### src/rtl/core/sac_pkg.sv
// ----------------------------------------------------------------------------
// sac_pkg: shared types and constants of the set-associative cache
// Geometry limits, command codes, config register indices, the per-set tag/age row and lookup result.
// ----------------------------------------------------------------------------
package sac_pkg;

    localparam int MemWords      = 65536;
    localparam int MaxSets       = 64;
    localparam int MaxWays       = 4;
    localparam int MaxBlockWords = 8;

    localparam int AddrW   = $clog2(MemWords);
    localparam int SetW    = $clog2(MaxSets);
    localparam int WayW    = $clog2(MaxWays);
    localparam int OffW    = $clog2(MaxBlockWords);
    localparam int LineW   = SetW + WayW;
    localparam int Lines   = MaxSets * MaxWays;
    localparam int DsAddrW = LineW + OffW;
    localparam int TagW    = 16;
    localparam int AgeW    = 2;

    localparam logic [2:0] CMD_PRELOAD = 3'd0;
    localparam logic [2:0] CMD_READ    = 3'd1;
    localparam logic [2:0] CMD_WRITE   = 3'd2;
    localparam logic [2:0] CMD_FLUSH   = 3'd3;
    localparam logic [2:0] CMD_PEEK    = 3'd4;

    localparam logic [1:0] CFG_BLOCK_LOG = 2'd0;
    localparam logic [1:0] CFG_SETS_LOG  = 2'd1;
    localparam logic [1:0] CFG_WAYS      = 2'd2;

    typedef struct packed {
        logic [MaxWays-1:0][AgeW-1:0] ages;
        logic [MaxWays-1:0][TagW-1:0] tags;
    } t_row;

    typedef struct packed {
        logic                         hit;
        logic                         wb;
        logic [WayW-1:0]              way;
        logic [MaxWays-1:0][AgeW-1:0] ages;
    } t_look;

endpackage

### src/rtl/core/sac_lru.sv
// ----------------------------------------------------------------------------
// sac_lru: tag compare, victim choice and age update for one set
// Works on the row read from the set memory and the set's valid/dirty bits.
// ----------------------------------------------------------------------------
module sac_lru
    import sac_pkg::*;
(
    input  t_row               i_row,
    input  logic [MaxWays-1:0] i_valid,
    input  logic [MaxWays-1:0] i_dirty,
    input  logic [TagW-1:0]    i_tag,
    input  logic [2:0]         i_ways,
    output t_look              o_look
);

    logic [AgeW-1:0]              ways_m1;
    logic [MaxWays-1:0][AgeW-1:0] eff_age;
    logic                         hit;
    logic                         found;
    logic [WayW-1:0]              hit_way;
    logic [WayW-1:0]              vic_way;
    logic [WayW-1:0]              way;
    logic [AgeW-1:0]              bound;

    assign ways_m1 = AgeW'(i_ways - 3'd1);

    always_comb begin
        hit     = 1'b0;
        found   = 1'b0;
        hit_way = '0;
        vic_way = '0;
        for (int i = 0; i < MaxWays; i++) begin
            eff_age[i] = i_valid[i] ? i_row.ages[i] : ways_m1;
        end
        for (int i = 0; i < MaxWays; i++) begin
            if (i < int'(i_ways)) begin
                if (i_valid[i] && i_row.tags[i] == i_tag) begin
                    hit     = 1'b1;
                    hit_way = WayW'(i);
                end
                if (!found) begin
                    if (!i_valid[i]) begin
                        vic_way = WayW'(i);
                        found   = 1'b1;
                    end else if (eff_age[i] == ways_m1) begin
                        vic_way = WayW'(i);
                    end
                end
            end
        end
        way   = hit ? hit_way : vic_way;
        bound = eff_age[way];
        for (int i = 0; i < MaxWays; i++) begin
            o_look.ages[i] = i_row.ages[i];
            if (i < int'(i_ways) && eff_age[i] < bound) begin
                o_look.ages[i] = eff_age[i] + AgeW'(1);
            end
        end
        o_look.ages[way] = '0;
        o_look.hit       = hit;
        o_look.way       = way;
        o_look.wb        = !hit && !found && i_valid[vic_way] && i_dirty[vic_way];
    end

endmodule

### config.mk
export PLATFORM = sky130hd
export DESIGN_NAME = sac_lru
export DESIGN_NICKNAME = d
export VERILOG_FILES = /design/src/rtl/core/sac_pkg.sv /design/src/rtl/core/sac_lru.sv
export SDC_FILE = /design/constraint.sdc
export NUM_CORES = 1
export LEC_CHECK = 0
export BUFFER_PORTS_ARGS = -buffer_cell sky130_fd_sc_hd__buf_4
export CAP_MARGIN = 5
export CORE_ASPECT_RATIO = 0.7
export CORE_MARGIN = 10
export CORE_UTILIZATION = 30
export DETAILED_ROUTE_END_ITERATION = 6
export GPL_ROUTABILITY_DRIVEN = 1
export SLEW_MARGIN = 10
export SYNTH_ARGS = -nofsm -noshare
export SYNTH_HDL_FRONTEND = slang
export SYNTH_SLANG_ARGS = --single-unit
### constraint.sdc
create_clock -name vclk -period 4.02
set_input_delay 0 -clock vclk [all_inputs]
set_output_delay 0 -clock vclk [all_outputs]
set_load 0.01 [all_outputs]
==> summary.md <==
| Metric | Value |
|---|---|
| Area Overhead vs Synth | 48.1% |
| Initial core utilization | 31.0% |
| Drt pass-1 iters | 4 |
| Largest net degree at the start of global routing | 16 |
| CP cell instances | buf_4 > or4b_1 > o311ai_1 > a21oi_1 > a21bo_1 > a21boi_2 > mux2i_1 > nor2_4 > nor2_2 > nand2_1 > a311oi_1 > buf_4 |
| N_diodes | 0 |
| Post-CTS Hold Buffers | 0 |
| Max Freq | 0.336 GHz |
| # DRC | 0 |
| First-pass GRT wire length | 12000 um |
| Sequential share of the synthesized area | 0% |
| Die W | 112 um |
| Critical-path top delay cell | or4b_1 |
| WL met2 | 3490 um |
| Synth Area per Inst | 6.70 sq um |
| CP dominant cell by count | buf_4 |
| Outcome | completed |
| Via count | 2277 |
| WP data required | 4.02 ns |
| PortBufs | 111 |
| Register Area | 0 sq um |
| CP arrival | 2.98 ns |
| Ys Warns | 0 |
| Placed Instance Area | 2630 sq um |
| Final Hold Vio Count | 0 |
| Pleak | 0.00116 uW |
| Slew HR | 60.3% |
| Critical path class | input port to primary output |
| Setup bufs post-CTS | 0 |
| Total number of sequential cells | 0 |
| Tot Pwr | 339 uW |
| Hold WS | 0.348 ns |
| Largest stage delay on the critical path | 0.50 ns |
| # fillers | 600 |
| Initial antenna violation count | 0 |
| Highest metal used | met4 |
| Setup crit start kind | input port |
| Final slew viol count | 0 |
| Site Rows | 23 |
| DR vias/cell | 5.22 |
| Core Box Area | 5730 sq um |
| Syn Nets | 364 |
| Final setup TNS | 0 ns |
| Synth cell types | 56 |
| Boundary pin count | 111 |
| Share of post-route cells with drive strength above 1 | 34.3% |
| HPWL after DPL | 6620 um |
| Vias in the first global route | 2258 |
| RSZ-0062 raised after global routing | no |
| DRT iter0 DRCs | 214 |
| Routed length on met1 | 3570 um |
| Worst vdd ir | 0.0000597 V |
| Final Cycle Share | 74.1% |
| Delay-heaviest family, CP | compound AO/OA/AOI/OAI gates |
| CP endpoint kind | primary output |
| GR Util All Layers | 14.9% |
| Netlist Area Pre-Place | 1770 sq um |
| Design area | 2630 sq um |
| Die height | 84.3 um |
| Final Setup Violations | 0 |
| Minimum clock period | 2.98 ns |
| DIE AREA | 9440 sq um |
| Routability congestion estimate | 0.892 |
| Routed len/inst | 17.3 um |
| Nets@finish | 462 |
| Syn Inst Count | 265 |
| Max-cap viol count | 0 |
| Buf/Inv on CP | 2 |
| Power per cell area | 129 nW/um^2 |
| Clock buffers | 0 |
| Max FO, Critical Path | 11 |
| Final ANT Viol Nets | 0 |
| Worst-Margin Slew | 0.579 ns |
| Final WL | 7550 um |
| Post_cts resized | 0 |
| Hold Crit Class | input port to primary output |
| Grt ovf | 0 |
| Met3 wire length | 453 um |
[synth_stat cells (2+ instances only)]
master	count	area, sq um
buf_2	2	10.0
o21ai_0	10	50.1
o31ai_1	2	15.0
o21ai_1	2	10.0
xor2_1	19	166
nor2_1	13	48.8
a211oi_2	2	25.0
nand4_1	13	81.3
nor3_1	8	40.0
nand3_2	2	20.0
mux2i_1	6	60.1
nand2_1	27	101
a31oi_1	6	37.5
a21oi_1	13	65.1
nand2b_1	5	31.3
buf_4	2	15.0
clkbuf_1	10	37.5
and3_1	4	25.0
xnor2_1	48	420
inv_1	9	33.8
o221ai_1	2	17.5
o21a_1	6	45.0
a21o_1	2	15.0
nor4_1	4	25.0
a311oi_1	2	17.5
or3_1	5	31.3
nand3_1	11	55.1
nor2b_1	2	12.5
[layer usage]
metal | track usage, % | up-vias
met2 | 23.9 | 65
met5 | 0 | -
met4 | 0.582 | 0
met1 | 21.4 | 1057
met3 | 1.92 | 2
li1 | - | 1153
[final cells by class]
class                      instances  area, sq um  area share (%)
inverter                           9         33.8            1.29
multi-input combinational        241         1670            63.4
tap                               75         93.8            3.57
timing repair buffer             111          833            31.7
[worst paths after layout]
check,start,to,slack [ns],depth (start not counted)
min,i_row[68],o_look[4],0.35,4
max,i_ways[1],o_look[1],1.04,12
[through the flow]
| stage | instances | util (%) | setup WS (ns) |
|---|---|---|---|
| after floorplan | 265 | - | 1.71 |
| after global placement | 436 | 45.9 | 1.18 |
| after detailed placement | 436 | 45.9 | 1.08 |
| after CTS | 436 | 45.9 | 1.07 |
| after global routing | 436 | 45.9 | 0.914 |
| final | 436 | 45.9 | 1.04 |
[tightest hold or removal path: stages]
cell,delay [ns]
buf_4,0.10
nand2_1,0.04
o21ai_1,0.08
buf_4,0.13
[layout by cell type, fill, tap and decap left out, types with 2 or more instances in the layout]
master | synthesis | routed
o31ai_1 | 2 | 2
nand2b_1 | 5 | 5
mux2i_1 | 6 | 6
nor2b_1 | 2 | 2
a21o_1 | 2 | 2
nand3_2 | 2 | 2
nand2_1 | 27 | 27
o221ai_1 | 2 | 2
o21ai_1 | 2 | 2
a211oi_2 | 2 | 2
and3_1 | 4 | 4
a21oi_1 | 13 | 13
a31oi_1 | 6 | 6
or3_1 | 5 | 5
nor3_1 | 8 | 8
nor4_1 | 4 | 4
o21ai_0 | 10 | 10
o21a_1 | 6 | 6
nand4_1 | 13 | 13
xnor2_1 | 48 | 48
a311oi_1 | 2 | 2
nor2_1 | 13 | 13
inv_1 | 9 | 9
xor2_1 | 19 | 19
nand3_1 | 11 | 11
buf_4 | 2 | 111
[power breakdown]
group          total, uW  leakage [uW]  internal [uW]  switching [uW]
logic                339       0.00116            173             166
registers              0             0              0               0
clock network          0             0              0               0
[kinds of logic after synthesis]
logic type	Yosys count	synth area share (%)
muxes	7	4.65
xor gates and xnor gates	67	33.1
buffers and inverters	24	6.06
AOI/OAI and AO/OA	63	24.8
adders and majority gates	2	1.20
and+or+nand+nor	102	30.2
Note: power is estimated with default switching activity, not from simulation.
